==> src/rtl/fpp_pkg.sv <==
// ----------------------------------------------------------------------------
// fpp_pkg: shared types, constants and functions of the framed packet parser
// Holds the phase encoding, status and error codes, register indexes, the
// queue entry and result formats and the byte-wide crc-16 update.
// ----------------------------------------------------------------------------
package fpp_pkg;

  // largest payload the parser handles, in bytes
  localparam int unsigned MaxPayload = 256;
  // byte counter width, wide enough to hold MaxPayload itself
  localparam int unsigned CountW     = $clog2(MaxPayload + 1);

  // configuration port
  localparam int unsigned CfgIdxW    = 2;
  localparam int unsigned CfgDataW   = 9;
  localparam int unsigned MaxLenW    = 9;

  // decoupling queue between front and back
  localparam int unsigned QDepth     = 4;
  localparam int unsigned QAddrW     = $clog2(QDepth);

  // reset values
  localparam logic [7:0]         SofFirstRst = 8'hAA;
  localparam logic [7:0]         SofSecondRst = 8'h55;
  localparam logic [7:0]         VersionRst  = 8'h01;
  localparam logic [MaxLenW-1:0] MaxLenRst   = 9'd256;

  // crc-16/ccitt-false
  localparam logic [15:0] CrcInit = 16'hFFFF;
  localparam logic [15:0] CrcPoly = 16'h1021;

  // configuration register indexes
  typedef enum logic [CfgIdxW-1:0] {
    CFG_SOF_FIRST  = 2'd0,
    CFG_SOF_SECOND = 2'd1,
    CFG_VERSION    = 2'd2,
    CFG_MAX_LEN    = 2'd3
  } cfg_idx_e;

  // parser phases
  typedef enum logic [3:0] {
    PH_SOF_A   = 4'd0,
    PH_SOF_B   = 4'd1,
    PH_VER     = 4'd2,
    PH_SEQ     = 4'd3,
    PH_TYPE    = 4'd4,
    PH_DEV     = 4'd5,
    PH_CMD     = 4'd6,
    PH_LEN_LO  = 4'd7,
    PH_LEN_HI  = 4'd8,
    PH_DATA    = 4'd9,
    PH_CRC_LO  = 4'd10,
    PH_CRC_HI  = 4'd11
  } phase_e;

  typedef enum logic [1:0] {
    ST_BUSY  = 2'd0,
    ST_READY = 2'd1,
    ST_ERROR = 2'd2
  } status_e;

  typedef enum logic [1:0] {
    ERR_NONE    = 2'd0,
    ERR_VERSION = 2'd1,
    ERR_LENGTH  = 2'd2,
    ERR_CRC     = 2'd3
  } error_e;

  // classified byte as it travels from front to back
  typedef struct packed {
    logic [7:0] data;
    logic       is_first;
    logic       is_second;
    logic       is_version;
  } item_t;

  // one result transaction
  typedef struct packed {
    logic [1:0]         status;
    logic [1:0]         error_code;
    logic               payload_valid;
    logic [7:0]         payload_byte;
    logic [7:0]         payload_index;
    logic [7:0]         seq_number;
    logic [7:0]         message_type;
    logic [7:0]         device_number;
    logic [7:0]         command_number;
    logic [MaxLenW-1:0] frame_payload_len;
  } result_t;

  // one byte through the msb-first crc register
  function automatic logic [15:0] crc_feed(input logic [15:0] crc, input logic [7:0] b);
    logic [15:0] c;
    c = crc ^ {b, 8'h00};
    for (int i = 0; i < 8; i++) begin
      if (c[15]) begin
        c = {c[14:0], 1'b0} ^ CrcPoly;
      end else begin
        c = {c[14:0], 1'b0};
      end
    end
    return c;
  endfunction

endpackage

==> src/rtl/fpp_front.sv <==
// ----------------------------------------------------------------------------
// fpp_front: input side of the framed packet parser
// Holds the configuration registers, takes received bytes and tags each one
// with its start-marker and version matches before it enters the queue.
// ----------------------------------------------------------------------------
module fpp_front (
  input  logic                         clk_i,
  input  logic                         rst_ni,
  input  logic                         cfg_we_i,
  input  logic [fpp_pkg::CfgIdxW-1:0]  cfg_index_i,
  input  logic [fpp_pkg::CfgDataW-1:0] cfg_data_i,
  input  logic                         in_valid_i,
  output logic                         in_stall_o,
  input  logic [7:0]                   rx_byte_i,
  output logic                         q_push_o,
  output fpp_pkg::item_t               q_item_o,
  input  logic                         q_ready_i,
  output logic [fpp_pkg::MaxLenW-1:0]  max_len_o
);

  logic [7:0]                  sof_first_q;
  logic [7:0]                  sof_second_q;
  logic [7:0]                  version_q;
  logic [fpp_pkg::MaxLenW-1:0] max_len_q;

  // configuration registers, out-of-range writes fall through
  always_ff @(posedge clk_i or negedge rst_ni) begin
    if (!rst_ni) begin
      sof_first_q  <= fpp_pkg::SofFirstRst;
      sof_second_q <= fpp_pkg::SofSecondRst;
      version_q    <= fpp_pkg::VersionRst;
      max_len_q    <= fpp_pkg::MaxLenRst;
    end else if (cfg_we_i) begin
      case (fpp_pkg::cfg_idx_e'(cfg_index_i))
        fpp_pkg::CFG_SOF_FIRST:  sof_first_q  <= cfg_data_i[7:0];
        fpp_pkg::CFG_SOF_SECOND: sof_second_q <= cfg_data_i[7:0];
        fpp_pkg::CFG_VERSION:    version_q    <= cfg_data_i[7:0];
        fpp_pkg::CFG_MAX_LEN:    max_len_q    <= cfg_data_i[fpp_pkg::MaxLenW-1:0];
        default: ;
      endcase
    end
  end

  // classify the incoming byte
  always_comb begin
    q_item_o.data       = rx_byte_i;
    q_item_o.is_first   = (rx_byte_i == sof_first_q);
    q_item_o.is_second  = (rx_byte_i == sof_second_q);
    q_item_o.is_version = (rx_byte_i == version_q);
  end

  // handshake into the queue
  assign q_push_o   = in_valid_i && q_ready_i;
  assign in_stall_o = !q_ready_i;
  assign max_len_o  = max_len_q;

endmodule

==> src/rtl/fpp_queue.sv <==
// ----------------------------------------------------------------------------
// fpp_queue: short fifo between front and back
// Lets the input side keep taking bytes while the result side is stalled.
// ----------------------------------------------------------------------------
module fpp_queue (
  input  logic           clk_i,
  input  logic           rst_ni,
  input  logic           push_i,
  input  fpp_pkg::item_t item_i,
  output logic           ready_o,
  input  logic           pop_i,
  output logic           valid_o,
  output fpp_pkg::item_t item_o
);

  fpp_pkg::item_t                mem_q [fpp_pkg::QDepth];
  logic [fpp_pkg::QAddrW-1:0]    wr_ptr_q, wr_ptr_d;
  logic [fpp_pkg::QAddrW-1:0]    rd_ptr_q, rd_ptr_d;
  logic [fpp_pkg::QAddrW:0]      count_q, count_d;

  assign ready_o = (count_q != (fpp_pkg::QAddrW+1)'(fpp_pkg::QDepth));
  assign valid_o = (count_q != '0);
  assign item_o  = mem_q[rd_ptr_q];

  // pointer and fill update
  always_comb begin
    wr_ptr_d = wr_ptr_q;
    rd_ptr_d = rd_ptr_q;
    count_d  = count_q;
    if (push_i) begin
      wr_ptr_d = wr_ptr_q + 1'b1;
    end
    if (pop_i) begin
      rd_ptr_d = rd_ptr_q + 1'b1;
    end
    if (push_i && !pop_i) begin
      count_d = count_q + 1'b1;
    end else if (pop_i && !push_i) begin
      count_d = count_q - 1'b1;
    end
  end

  always_ff @(posedge clk_i or negedge rst_ni) begin
    if (!rst_ni) begin
      wr_ptr_q <= '0;
      rd_ptr_q <= '0;
      count_q  <= '0;
    end else begin
      wr_ptr_q <= wr_ptr_d;
      rd_ptr_q <= rd_ptr_d;
      count_q  <= count_d;
    end
  end

  // entry storage
  always_ff @(posedge clk_i) begin
    if (push_i) begin
      mem_q[wr_ptr_q] <= item_i;
    end
  end

endmodule

==> src/rtl/fpp_back.sv <==
// ----------------------------------------------------------------------------
// fpp_back: frame parsing state machine and result register
// Steps the frame phase once per queued byte, keeps header fields and the
// running crc, and holds each result until the consumer takes it.
// ----------------------------------------------------------------------------
module fpp_back (
  input  logic                        clk_i,
  input  logic                        rst_ni,
  input  logic                        q_valid_i,
  input  fpp_pkg::item_t              q_item_i,
  output logic                        q_pop_o,
  input  logic [fpp_pkg::MaxLenW-1:0] max_len_i,
  output logic                        out_valid_o,
  input  logic                        out_stall_i,
  output fpp_pkg::result_t            res_o
);

  fpp_pkg::phase_e              phase_q, phase_d;
  logic [7:0]                   hdr_seq_q, hdr_seq_d;
  logic [7:0]                   hdr_type_q, hdr_type_d;
  logic [7:0]                   hdr_dev_q, hdr_dev_d;
  logic [7:0]                   hdr_cmd_q, hdr_cmd_d;
  logic [15:0]                  len_q, len_d;
  logic [fpp_pkg::CountW-1:0]   cnt_q, cnt_d;
  logic [7:0]                   crc_lo_q, crc_lo_d;
  logic [15:0]                  crc_q, crc_d;
  logic                         out_valid_q;
  fpp_pkg::result_t             res_q, res_d;

  logic [7:0]                   b;
  logic [15:0]                  crc_next;
  logic [15:0]                  len_full;
  logic [15:0]                  limit;
  logic [fpp_pkg::CountW-1:0]   cnt_inc;
  logic                         len_bad;
  logic                         data_last;
  logic                         crc_good;

  // take a byte whenever the result register is free or being emptied
  assign q_pop_o = q_valid_i && (!out_valid_q || !out_stall_i);

  assign b         = q_item_i.data;
  assign crc_next  = fpp_pkg::crc_feed(crc_q, b);
  assign len_full  = {b, len_q[7:0]};
  assign limit     = ({{(16-fpp_pkg::MaxLenW){1'b0}}, max_len_i} > 16'(fpp_pkg::MaxPayload))
                     ? 16'(fpp_pkg::MaxPayload)
                     : {{(16-fpp_pkg::MaxLenW){1'b0}}, max_len_i};
  assign len_bad   = (len_full > limit);
  assign cnt_inc   = cnt_q + 1'b1;
  assign data_last = (16'(cnt_inc) >= len_q);
  assign crc_good  = ({b, crc_lo_q} == crc_q);

  // next phase
  always_comb begin
    phase_d = phase_q;
    case (phase_q)
      fpp_pkg::PH_SOF_A: begin
        if (q_item_i.is_first) phase_d = fpp_pkg::PH_SOF_B;
      end
      fpp_pkg::PH_SOF_B: begin
        if (q_item_i.is_second) begin
          phase_d = fpp_pkg::PH_VER;
        end else if (!q_item_i.is_first) begin
          phase_d = fpp_pkg::PH_SOF_A;
        end
      end
      fpp_pkg::PH_VER: begin
        phase_d = q_item_i.is_version ? fpp_pkg::PH_SEQ : fpp_pkg::PH_SOF_A;
      end
      fpp_pkg::PH_SEQ:    phase_d = fpp_pkg::PH_TYPE;
      fpp_pkg::PH_TYPE:   phase_d = fpp_pkg::PH_DEV;
      fpp_pkg::PH_DEV:    phase_d = fpp_pkg::PH_CMD;
      fpp_pkg::PH_CMD:    phase_d = fpp_pkg::PH_LEN_LO;
      fpp_pkg::PH_LEN_LO: phase_d = fpp_pkg::PH_LEN_HI;
      fpp_pkg::PH_LEN_HI: begin
        if (len_bad) begin
          phase_d = fpp_pkg::PH_SOF_A;
        end else if (len_full == 16'd0) begin
          phase_d = fpp_pkg::PH_CRC_LO;
        end else begin
          phase_d = fpp_pkg::PH_DATA;
        end
      end
      fpp_pkg::PH_DATA: begin
        if (data_last) phase_d = fpp_pkg::PH_CRC_LO;
      end
      fpp_pkg::PH_CRC_LO: phase_d = fpp_pkg::PH_CRC_HI;
      fpp_pkg::PH_CRC_HI: phase_d = fpp_pkg::PH_SOF_A;
      default:            phase_d = fpp_pkg::PH_SOF_A;
    endcase
  end

  // datapath updates and the result of this byte
  always_comb begin
    hdr_seq_d  = hdr_seq_q;
    hdr_type_d = hdr_type_q;
    hdr_dev_d  = hdr_dev_q;
    hdr_cmd_d  = hdr_cmd_q;
    len_d      = len_q;
    cnt_d      = cnt_q;
    crc_lo_d   = crc_lo_q;
    crc_d      = crc_q;
    res_d      = '0;
    res_d.status     = fpp_pkg::ST_BUSY;
    res_d.error_code = fpp_pkg::ERR_NONE;
    case (phase_q)
      fpp_pkg::PH_SOF_A: ;
      fpp_pkg::PH_SOF_B: begin
        if (q_item_i.is_second) begin
          hdr_seq_d  = '0;
          hdr_type_d = '0;
          hdr_dev_d  = '0;
          hdr_cmd_d  = '0;
          crc_d      = fpp_pkg::CrcInit;
        end
      end
      fpp_pkg::PH_VER: begin
        if (q_item_i.is_version) begin
          crc_d = crc_next;
        end else begin
          len_d    = '0;
          cnt_d    = '0;
          crc_lo_d = '0;
          res_d.status         = fpp_pkg::ST_ERROR;
          res_d.error_code     = fpp_pkg::ERR_VERSION;
          res_d.seq_number     = hdr_seq_q;
          res_d.message_type   = hdr_type_q;
          res_d.device_number  = hdr_dev_q;
          res_d.command_number = hdr_cmd_q;
        end
      end
      fpp_pkg::PH_SEQ: begin
        hdr_seq_d = b;
        crc_d     = crc_next;
      end
      fpp_pkg::PH_TYPE: begin
        hdr_type_d = b;
        crc_d      = crc_next;
      end
      fpp_pkg::PH_DEV: begin
        hdr_dev_d = b;
        crc_d     = crc_next;
      end
      fpp_pkg::PH_CMD: begin
        hdr_cmd_d = b;
        crc_d     = crc_next;
      end
      fpp_pkg::PH_LEN_LO: begin
        len_d = {8'h00, b};
        crc_d = crc_next;
      end
      fpp_pkg::PH_LEN_HI: begin
        crc_d = crc_next;
        cnt_d = '0;
        if (len_bad) begin
          len_d    = '0;
          crc_lo_d = '0;
          res_d.status         = fpp_pkg::ST_ERROR;
          res_d.error_code     = fpp_pkg::ERR_LENGTH;
          res_d.seq_number     = hdr_seq_q;
          res_d.message_type   = hdr_type_q;
          res_d.device_number  = hdr_dev_q;
          res_d.command_number = hdr_cmd_q;
        end else begin
          len_d = len_full;
        end
      end
      fpp_pkg::PH_DATA: begin
        res_d.payload_valid = 1'b1;
        res_d.payload_byte  = b;
        res_d.payload_index = 8'(cnt_q);
        crc_d = crc_next;
        cnt_d = cnt_inc;
      end
      fpp_pkg::PH_CRC_LO: begin
        crc_lo_d = b;
      end
      fpp_pkg::PH_CRC_HI: begin
        len_d    = '0;
        cnt_d    = '0;
        crc_lo_d = '0;
        res_d.seq_number     = hdr_seq_q;
        res_d.message_type   = hdr_type_q;
        res_d.device_number  = hdr_dev_q;
        res_d.command_number = hdr_cmd_q;
        if (crc_good) begin
          res_d.status            = fpp_pkg::ST_READY;
          res_d.frame_payload_len = len_q[fpp_pkg::MaxLenW-1:0];
        end else begin
          res_d.status     = fpp_pkg::ST_ERROR;
          res_d.error_code = fpp_pkg::ERR_CRC;
        end
      end
      default: begin
        len_d    = '0;
        cnt_d    = '0;
        crc_lo_d = '0;
      end
    endcase
  end

  // parser state
  always_ff @(posedge clk_i or negedge rst_ni) begin
    if (!rst_ni) begin
      phase_q    <= fpp_pkg::PH_SOF_A;
      hdr_seq_q  <= '0;
      hdr_type_q <= '0;
      hdr_dev_q  <= '0;
      hdr_cmd_q  <= '0;
      len_q      <= '0;
      cnt_q      <= '0;
      crc_lo_q   <= '0;
      crc_q      <= fpp_pkg::CrcInit;
    end else if (q_pop_o) begin
      phase_q    <= phase_d;
      hdr_seq_q  <= hdr_seq_d;
      hdr_type_q <= hdr_type_d;
      hdr_dev_q  <= hdr_dev_d;
      hdr_cmd_q  <= hdr_cmd_d;
      len_q      <= len_d;
      cnt_q      <= cnt_d;
      crc_lo_q   <= crc_lo_d;
      crc_q      <= crc_d;
    end
  end

  // result register valid
  always_ff @(posedge clk_i or negedge rst_ni) begin
    if (!rst_ni) begin
      out_valid_q <= 1'b0;
    end else if (q_pop_o) begin
      out_valid_q <= 1'b1;
    end else if (!out_stall_i) begin
      out_valid_q <= 1'b0;
    end
  end

  // result register payload
  always_ff @(posedge clk_i) begin
    if (q_pop_o) begin
      res_q <= res_d;
    end
  end

  assign out_valid_o = out_valid_q;
  assign res_o       = res_q;

endmodule

==> src/rtl/framed_packet_parser_crc16_core.sv <==
// ----------------------------------------------------------------------------
// framed_packet_parser_crc16_core: framed packet parser with crc-16 check
// Path: a byte accepted into the queue is popped once the result register is
//   free or being emptied, and its result transaction is then offered from
//   the result register until the consumer takes it.
// Throughput: one byte per cycle while out_stall_i is low, set by the byte-wide
//   crc update and phase step in the back end; a four-entry queue absorbs stalls.
// Reset: asynchronous, active low; registers return to their defaults, the
//   parser hunts for the first start byte and the queue is empty.
// ----------------------------------------------------------------------------
module framed_packet_parser_crc16_core (
  input  logic                         clk_i,
  input  logic                         rst_ni,
  // configuration
  input  logic                         cfg_we_i,
  input  logic [fpp_pkg::CfgIdxW-1:0]  cfg_index_i,
  input  logic [fpp_pkg::CfgDataW-1:0] cfg_data_i,
  // received bytes
  input  logic                         in_valid_i,
  output logic                         in_stall_o,
  input  logic [7:0]                   rx_byte_i,
  // results
  output logic                         out_valid_o,
  input  logic                         out_stall_i,
  output logic [1:0]                   status_o,
  output logic [1:0]                   error_code_o,
  output logic                         payload_valid_o,
  output logic [7:0]                   payload_byte_o,
  output logic [7:0]                   payload_index_o,
  output logic [7:0]                   seq_number_o,
  output logic [7:0]                   message_type_o,
  output logic [7:0]                   device_number_o,
  output logic [7:0]                   command_number_o,
  output logic [fpp_pkg::MaxLenW-1:0]  frame_payload_len_o
);

  logic                        q_push;
  logic                        q_ready;
  logic                        q_pop;
  logic                        q_valid;
  fpp_pkg::item_t              q_item_in;
  fpp_pkg::item_t              q_item_out;
  logic [fpp_pkg::MaxLenW-1:0] max_len;
  fpp_pkg::result_t            res;

  // byte intake and classification
  fpp_front u_front (
    .clk_i       (clk_i),
    .rst_ni      (rst_ni),
    .cfg_we_i    (cfg_we_i),
    .cfg_index_i (cfg_index_i),
    .cfg_data_i  (cfg_data_i),
    .in_valid_i  (in_valid_i),
    .in_stall_o  (in_stall_o),
    .rx_byte_i   (rx_byte_i),
    .q_push_o    (q_push),
    .q_item_o    (q_item_in),
    .q_ready_i   (q_ready),
    .max_len_o   (max_len)
  );

  // decoupling queue
  fpp_queue u_queue (
    .clk_i   (clk_i),
    .rst_ni  (rst_ni),
    .push_i  (q_push),
    .item_i  (q_item_in),
    .ready_o (q_ready),
    .pop_i   (q_pop),
    .valid_o (q_valid),
    .item_o  (q_item_out)
  );

  // frame parsing
  fpp_back u_back (
    .clk_i       (clk_i),
    .rst_ni      (rst_ni),
    .q_valid_i   (q_valid),
    .q_item_i    (q_item_out),
    .q_pop_o     (q_pop),
    .max_len_i   (max_len),
    .out_valid_o (out_valid_o),
    .out_stall_i (out_stall_i),
    .res_o       (res)
  );

  // result fields
  assign status_o            = res.status;
  assign error_code_o        = res.error_code;
  assign payload_valid_o     = res.payload_valid;
  assign payload_byte_o      = res.payload_byte;
  assign payload_index_o     = res.payload_index;
  assign seq_number_o        = res.seq_number;
  assign message_type_o      = res.message_type;
  assign device_number_o     = res.device_number;
  assign command_number_o    = res.command_number;
  assign frame_payload_len_o = res.frame_payload_len;

endmodule
==> config.mk <==
export PLATFORM = sky130hd
export DESIGN_NAME = framed_packet_parser_crc16_core
export DESIGN_NICKNAME = d
export VERILOG_FILES = /design/src/rtl/fpp_pkg.sv /design/src/rtl/fpp_front.sv /design/src/rtl/fpp_queue.sv /design/src/rtl/fpp_back.sv /design/src/rtl/framed_packet_parser_crc16_core.sv
export SDC_FILE = /design/constraint.sdc
export NUM_CORES = 1
export LEC_CHECK = 0
export ABC_AREA = 1
export BUFFER_PORTS_ARGS = -buffer_cell sky130_fd_sc_hd__buf_2
export CORE_MARGIN = 3
export CORE_UTILIZATION = 30
export CTS_CLUSTER_SIZE = 20
export DETAILED_ROUTE_END_ITERATION = 6
export PLACE_DENSITY = 0.43
export SETUP_SLACK_MARGIN = 0.05
export SLEW_MARGIN = 20
export SYNTH_ARGS = -nofsm -noshare
export SYNTH_HDL_FRONTEND = slang
export SYNTH_SLANG_ARGS = --single-unit
==> constraint.sdc <==
create_clock -name clk_i -period 3.9 [get_ports clk_i]
set_clock_uncertainty 0.2 [all_clocks]
set_input_delay 0.78 -clock clk_i [delete_from_list [all_inputs] [get_ports clk_i]]
set_output_delay 0.78 -clock clk_i [all_outputs]
set_load 0.02 [all_outputs]
# After elaboration in Yosys (flattened, before gate mapping)
# Memories as Yosys holds them, arrays and structs flattened.
# Cells that the tools add are included.
dict set report word_totals {
  input_bits 24
  wordCells 163
  ff_bits 188
  out_inout_bits 64
  ramBits 44
  mem_count 1
}
dict set report classes {
  bitwise 12
  order_cmp 3
  reduce_logical 39
  n_eq_ne 27
  n_addsub 5
  mux 48
}
# name words width rd rd_ports_with_merged_regs write_ports line
set mem_list {}
lappend mem_list {u_queue.mem_q 4 11 1 0 1 fpp_queue.sv:16} ;# fpp_pkg::item_t mem_q [fpp_pkg::QDepth];
# operator count
set ops {}
lappend ops {{two-way mux 13 bit} 8}
lappend ops {{case mux 32 bit (3 select lines)} 1}
lappend ops {{two-way mux 16 bit} 4}
lappend ops {{two-way mux 32 bit} 2}
lappend ops {{case mux 16 bit (4 select lines)} 1}
lappend ops {{case mux 8 bit (2 select lines)} 4}
lappend ops {{case mux 16 bit (3 select lines)} 1}
lappend ops {{case mux 4 bit (11 select lines)} 1}
lappend ops {{case mux 8 bit (4 select lines)} 1}
lappend ops {{two-way mux 4 bit} 7}
lappend ops {{case mux 9 bit (3 select lines)} 1}
lappend ops {{== test 8 bit} 3}
lappend ops {{two-way mux 8 bit} 3}
lappend ops {{NOT 3 bit} 8}
lappend ops {{OR reduction 8 bit} 3}
lappend ops {{two-way mux 9 bit} 2}
lappend ops {{AND reduction 3 bit} 6}
lappend ops {{two-way mux 17 bit} 1}
lappend ops {{== test 16 bit} 1}
lappend ops {{== test 4 x 3 -> 1 bit, second input constant} 4}
lappend ops {{== test 4 bit, second input constant} 4}
lappend ops {{>= comparator 9 x 16 -> 1 bit} 1}
lappend ops {{greater-than comparator 16 bit} 1}
lappend ops {{logical NOT 16 bit} 1}
lappend ops {{other kinds (28)} 65}

# Longest topological paths before layout
# An unclocked memory read counts as a cell.
dict set report depth {
  word_depth 20
  mapped_depth 19
  ltp_nobuf 18
}

# Hierarchy
# From an unflattened synthesis, not the netlist that was laid out.
dict set report unflattened {
  cells_unflattened 1122
  hier_area_um2 10711.5
}
# mod seq_area_each_um2 cells_each n_inst area_per_inst_um2
set modules_own_cells {}
lappend modules_own_cells {fpp_back 4033.9 690 1 6759.0}
lappend modules_own_cells {fpp_queue 1496.4 177 1 2187.1}
lappend modules_own_cells {fpp_front 838.3 255 1 1765.4}

# Least setup slack after synthesis
# Ideal clock, no wire load.
dict set report synth_path {
  path_kind {input to register}
  from {input out_stall_i}
  to {register u_queue.count_q[1] (netlist name)}
  setup_slack_ns 0.502
  required_time_ns 3.575
  path_buffers 1
  setup_ns 0.125
  arrival_ns 3.074
  cell_stages 7
  path_cell_list {a21oi_1 > buf_2 > inv_1 > ha_1 > inv_1 > fa_1 > mux2_2}
}
dict set report synth_via {
  elab_chain_len 6
  word_cells_on_any_way 8
  cone_classes {mux (1); reduce/logical (7)}
}
# element line
set synth_lines {}
lappend synth_lines {{from (decl)} framed_packet_parser_crc16_core.sv:24} ;# input logic out_stall_i,
lappend synth_lines {{logical NOT 1 bit} fpp_back.sv:40} ;# assign q_pop_o = q_valid_i && (!out_valid_q || !out_stall_i);
lappend synth_lines {{logical OR 1 bit} fpp_back.sv:40}
lappend synth_lines {{logical AND 1 bit} fpp_back.sv:40}
lappend synth_lines {{via q_pop} framed_packet_parser_crc16_core.sv:39} ;# logic q_pop;
lappend synth_lines {{logical NOT 1 bit} fpp_queue.sv:36} ;# if (push_i && !pop_i) begin
lappend synth_lines {{logical AND 1 bit} fpp_queue.sv:36}
lappend synth_lines {{two-way mux 3 bit} fpp_queue.sv:36}
lappend synth_lines {{via u_queue.count_d (one bit)} fpp_queue.sv:19} ;# logic [fpp_pkg::QAddrW:0] count_q, count_d;
lappend synth_lines {{to (signal assigned)} fpp_queue.sv:51} ;# count_q <= count_d;
lappend synth_lines {{to (decl)} fpp_queue.sv:19}
# The timed path passes the listed nets, and every way through them passes these cells.
# A chain may end at the register's enable or synchronous reset.

==> impl_metrics.xml <==
<?xml version="1.0" encoding="UTF-8"?>
<metrics>
  <group name="run_status">
    <metric name="outcome" unit="">finished clean</metric>
  </group>
  <group name="layout">
    <metric name="post_route_cells_drive_above_1_share" unit="">0.207</metric>
    <metric name="final_net_count" unit="">1209</metric>
    <metric name="fill_cells" unit="">3541</metric>
    <metric name="num_antenna_cells" unit="">0</metric>
    <metric name="finish.instance_area" unit="mm^2">0.0126</metric>
    <metric name="syn_to_final_growth" unit="%">16.9</metric>
    <metric name="final_util" unit="">0.360</metric>
    <metric name="final-instance-count-excl-fill" unit="">1637</metric>
  </group>
  <group name="power">
    <metric name="post-layout-total-power" unit="mW">9.65</metric>
    <metric name="p_leak" unit="nW">5.65</metric>
    <metric name="max-vdd-ir-drop" unit="uV">345</metric>
    <metric name="cellPowerDensity" unit="mW/mm^2">766</metric>
  </group>
  <group name="global_routing">
    <metric name="grt_pass1_vias" unit="">7457</metric>
    <metric name="initial_antenna_violation_count" unit="">0</metric>
    <metric name="gr-usage-all-layers" unit="">0.139</metric>
    <metric name="grt.overflow.total" unit="">0</metric>
    <metric name="grt_start_max_net_pins" unit="">49</metric>
    <metric name="global_route_wire_length_before_repair" unit="um">42700</metric>
  </group>
  <group name="synthesis">
    <metric name="syn_nets" unit="">1101</metric>
    <metric name="ys_ff_latch" unit="">232</metric>
    <metric name="synthCells" unit="">1052</metric>
    <metric name="cell_area_after_synthesis" unit="mm^2">0.0108</metric>
    <metric name="synthesis.area_per_instance" unit="um^2">10.2</metric>
    <metric name="yosysSeqAreaShare" unit="">0.591</metric>
    <metric name="synth_flop_cell" unit="">sky130_fd_sc_hd__edfxtp_1</metric>
    <metric name="yosysWarnings" unit="">0</metric>
    <metric name="synth_enable_flop_cells" unit="">106</metric>
    <metric name="synth_cell_types" unit="">48</metric>
    <metric name="synthArstFlopShare" unit="">0.543</metric>
    <metric name="biggest_area_contributors_in_the_synthesized_netlist" unit="">sky130_fd_sc_hd__edfxtp_1 (30%), sky130_fd_sc_hd__dfrtp_1 (23%), sky130_fd_sc_hd__nand2_1 (7.4%)</metric>
    <metric name="synth_top_cell_by_area" unit="">sky130_fd_sc_hd__edfxtp_1</metric>
    <metric name="fraction_of_post_synthesis_cell_area_in_the_top_cell_type_by_area" unit="">0.295</metric>
  </group>
  <group name="sta">
    <metric name="finalHoldViolations" unit="">0</metric>
    <metric name="finalSetupViolations" unit="">0</metric>
    <metric name="postLayoutSetupSlackWorst" unit="ns">0.789</metric>
    <metric name="rsz0062_at_grt" unit="">no</metric>
    <metric name="fmax" unit="MHz">321</metric>
    <metric name="timing.setup.tns" unit="ns">0</metric>
    <metric name="post-route-period-util" unit="">0.798</metric>
    <metric name="timing_max_transition_violations_final" unit="">0</metric>
    <metric name="slew_headroom" unit="">0.525</metric>
    <metric name="hold-worst-slack" unit="ns">0.0845</metric>
    <metric name="final_period_minus_worst_setup_slack" unit="ns">3.11</metric>
    <metric name="worst-slew-pin-transition" unit="ns">0.712</metric>
  </group>
  <group name="clock_network">
    <metric name="ctsRootBufferMaster" unit="">sky130_fd_sc_hd__clkbuf_16</metric>
    <metric name="cts_buffers" unit="">28</metric>
    <metric name="cts.repair.resized" unit="">0</metric>
    <metric name="cts.repair_timing.setup_buffer_count" unit="">0</metric>
    <metric name="cts_sinks" unit="">232</metric>
    <metric name="tritoncts" unit="">built</metric>
    <metric name="worst_skew_pair.late_latency" unit="ns">0.55</metric>
    <metric name="cts-htree-levels" unit="">1</metric>
    <metric name="clock_path_buffers" unit="">3</metric>
    <metric name="cts_hold_buf" unit="">0</metric>
    <metric name="clock_transition_at_path_regs" unit="ns">0.06</metric>
  </group>
  <group name="floorplanning">
    <metric name="fp.dieW" unit="um">196</metric>
    <metric name="die_h" unit="um">196</metric>
    <metric name="std_cell_rows" unit="">68</metric>
    <metric name="floorplan.core_area" unit="mm^2">0.0350</metric>
    <metric name="fp.dieArea" unit="mm^2">0.0382</metric>
    <metric name="design.portCount" unit="">88</metric>
    <metric name="initial_core_utilization" unit="">0.308</metric>
  </group>
  <group name="routing">
    <metric name="detail_route.wl_per_cell" unit="um">16.3</metric>
    <metric name="finalWirelength" unit="um">26600</metric>
    <metric name="drt_iter0_drc" unit="">362</metric>
    <metric name="detailedRoute.firstPassIterationCount" unit="">5</metric>
    <metric name="vias_per_cell" unit="">4.51</metric>
    <metric name="dr_total_vias" unit="">7389</metric>
    <metric name="drc_errors" unit="">0</metric>
    <metric name="drt.antenna.violating_nets" unit="">0</metric>
  </group>
  <group name="critical_path">
    <metric name="category_of_the_worst_setup_path_launch_point" unit="">register</metric>
    <metric name="timing.setup.critical_path_class" unit="">register to register</metric>
    <metric name="r2r-end" unit="">u_back.res_o[26]</metric>
    <metric name="arrival" unit="ns">3.19</metric>
    <metric name="cp_data_required_time" unit="ns">3.98</metric>
    <metric name="ff2ff_path_depth" unit="">13</metric>
    <metric name="critPathCaptureType" unit="">register</metric>
    <metric name="critical_path.max_fanout" unit="">32</metric>
    <metric name="reg2reg_from" unit="">u_front.max_len_o[0]</metric>
    <metric name="reg2reg_setup_slack" unit="ns">0.79</metric>
  </group>
  <group name="placement">
    <metric name="place.detailed.instances" unit="">1585</metric>
    <metric name="rd_place_congestion" unit="">0.837</metric>
    <metric name="numPortBuffers" unit="">87</metric>
    <metric name="placed_cell_area" unit="mm^2">0.0117</metric>
    <metric name="post-dp-hpwl" unit="um">18900</metric>
    <metric name="preCtsSetupSlack" unit="ns">0.720</metric>
  </group>
  <group name="worst_hold_path">
    <metric name="hold_class" unit="">input port to async pin</metric>
  </group>
  <group name="run">
    <metric name="max_cap_violations" unit="">0</metric>
  </group>
</metrics>
==> routing by layer <==
| metal | track usage | up-vias | wire length [um] |
|---|---|---|---|
| li1 | - | 3676 | - |
| met1 | 0.206 | 3521 | 13100 |
| met2 | 0.218 | 158 | 11800 |
| met3 | 0.0198 | 34 | 1210 |
| met4 | 0.0290 | 0 | 496 |
| met5 | 0 | - | 0 |
==> cells in the final DEF (no fill, tap or decap), types with 5 or more instances in the layout <==
| cell | count |
|---|---|
| sky130_fd_sc_hd__o22ai_1 | 37 |
| sky130_fd_sc_hd__nand2_2 | 13 |
| sky130_fd_sc_hd__nor2_4 | 5 |
| sky130_fd_sc_hd__nand3_2 | 15 |
| sky130_fd_sc_hd__nand2_1 | 213 |
| sky130_fd_sc_hd__clkbuf_16 | 28 |
| sky130_fd_sc_hd__nor3_1 | 6 |
| sky130_fd_sc_hd__ha_1 | 24 |
| sky130_fd_sc_hd__nand3_1 | 48 |
| sky130_fd_sc_hd__inv_1 | 141 |
| sky130_fd_sc_hd__edfxtp_1 | 106 |
| sky130_fd_sc_hd__xnor2_1 | 29 |
| sky130_fd_sc_hd__dfrtp_1 | 100 |
| sky130_fd_sc_hd__clkbuf_1 | 5 |
| sky130_fd_sc_hd__clkinv_1 | 8 |
| sky130_fd_sc_hd__clkinv_2 | 7 |
| sky130_fd_sc_hd__buf_2 | 86 |
| sky130_fd_sc_hd__buf_4 | 14 |
| sky130_fd_sc_hd__a22oi_1 | 8 |
| sky130_fd_sc_hd__nand2_4 | 11 |
| sky130_fd_sc_hd__o21ai_0 | 50 |
| sky130_fd_sc_hd__o21ai_2 | 8 |
| sky130_fd_sc_hd__nor2_2 | 13 |
| sky130_fd_sc_hd__xor2_1 | 19 |
| sky130_fd_sc_hd__a21oi_1 | 10 |
| sky130_fd_sc_hd__nor2_1 | 102 |
| sky130_fd_sc_hd__nand4_1 | 15 |
| sky130_fd_sc_hd__dfstp_2 | 26 |
==> where the power goes <==
| group | switching [mW] | internal (mW) |
|---|---|---|
| logic | 2.47 | 1.06 |
| registers | 0.338 | 3.28 |
| clock network | 1.03 | 1.47 |
==> cell type report <==
| cell class | count | area, um^2 | share of cell area |
|---|---|---|---|
| Multi-Input combinational cell | 650 | 3680 | 0.292 |
| Tap cell | 455 | 569 | 0.0452 |
| Inverter | 148 | 562 | 0.0446 |
| Timing Repair Buffer | 100 | 536 | 0.0425 |
| Clock buffer | 34 | 733 | 0.0582 |
| Clock inverter | 18 | 148 | 0.0117 |
| Sequential cell | 232 | 6370 | 0.506 |
==> worst max path at each step <==
| stage | from | endpoint | slack (ns) | cells past startpoint |
|---|---|---|---|---|
| final | u_front.max_len_o[0] | u_back.res_o[26] | 0.79 | 13 |
| after global routing | u_front.max_len_o[0] | u_back.res_o[26] | 0.32 | 13 |
| after CTS | u_front.max_len_o[0] | u_back.res_o[26] | 0.74 | 13 |
| after detailed placement | u_front.max_len_o[1] | u_back.res_o[26] | 0.72 | 13 |
| after global placement | u_front.max_len_o[4] | u_back.res_o[28] | 0.77 | 13 |
| after floorplan | out_stall_i | u_queue.count_q[1] | 0.50 | 7 |
==> worst max-delay path: stages, from the launching register on <==
cell                       delay, ns
sky130_fd_sc_hd__dfrtp_1        0.39
sky130_fd_sc_hd__nor4_1         0.28
sky130_fd_sc_hd__a21oi_1        0.12
sky130_fd_sc_hd__inv_1          0.16
sky130_fd_sc_hd__nand2_1        0.08
sky130_fd_sc_hd__ha_1           0.29
sky130_fd_sc_hd__nand2_1        0.07
sky130_fd_sc_hd__nor2_1         0.15
sky130_fd_sc_hd__nand4_1        0.11
sky130_fd_sc_hd__nand3b_2       0.25
sky130_fd_sc_hd__nand3_2        0.12
sky130_fd_sc_hd__nand3_1        0.09
sky130_fd_sc_hd__inv_2          0.43
sky130_fd_sc_hd__nor2_1         0.11
==> cell usage after synthesis, types with 2 or more instances <==
master / number
sky130_fd_sc_hd__a21o_1: 2
sky130_fd_sc_hd__a21oi_1: 11
sky130_fd_sc_hd__a22oi_1: 8
sky130_fd_sc_hd__buf_2: 4
sky130_fd_sc_hd__buf_4: 2
sky130_fd_sc_hd__buf_6: 9
sky130_fd_sc_hd__clkbuf_1: 5
sky130_fd_sc_hd__dfrtp_1: 100
sky130_fd_sc_hd__dfstp_2: 26
sky130_fd_sc_hd__edfxtp_1: 106
sky130_fd_sc_hd__ha_1: 24
sky130_fd_sc_hd__inv_1: 141
sky130_fd_sc_hd__inv_2: 4
sky130_fd_sc_hd__inv_4: 2
sky130_fd_sc_hd__nand2_1: 213
sky130_fd_sc_hd__nand2_2: 13
sky130_fd_sc_hd__nand2_4: 11
sky130_fd_sc_hd__nand2b_1: 3
sky130_fd_sc_hd__nand3_1: 48
sky130_fd_sc_hd__nand3_2: 15
sky130_fd_sc_hd__nand4_1: 15
sky130_fd_sc_hd__nor2_1: 102
sky130_fd_sc_hd__nor2_2: 13
sky130_fd_sc_hd__nor2_4: 5
sky130_fd_sc_hd__nor3_1: 6
sky130_fd_sc_hd__nor4_1: 3
sky130_fd_sc_hd__o21ai_0: 50
sky130_fd_sc_hd__o21ai_2: 8
sky130_fd_sc_hd__o22ai_1: 37
sky130_fd_sc_hd__xnor2_1: 29
sky130_fd_sc_hd__xor2_1: 19
sky130_fd_sc_hd__xor2_2: 2
==> sequential cells by signal, summed over array words and instances (netlist names), 9 cells and up <==
register / flops
u_back.len_q: 16
u_back.cnt_q: 9
u_back.res_o: 62
u_back.crc_q: 16
u_front.max_len_o: 9
u_queue.mem_q: 44
==> logic make-up after synthesis <==
group / synth area share
AND/OR/NAND/NOR: 0.196
flip-flops: 0.591
buffers and inverters: 0.0687
AO/OA/AOI/OAI: 0.0687
XOR/XNOR: 0.0446
adder cells (fa/ha/maj): 0.0297
multiplexers: 0.00104
(Power assumes the default switching activity.)
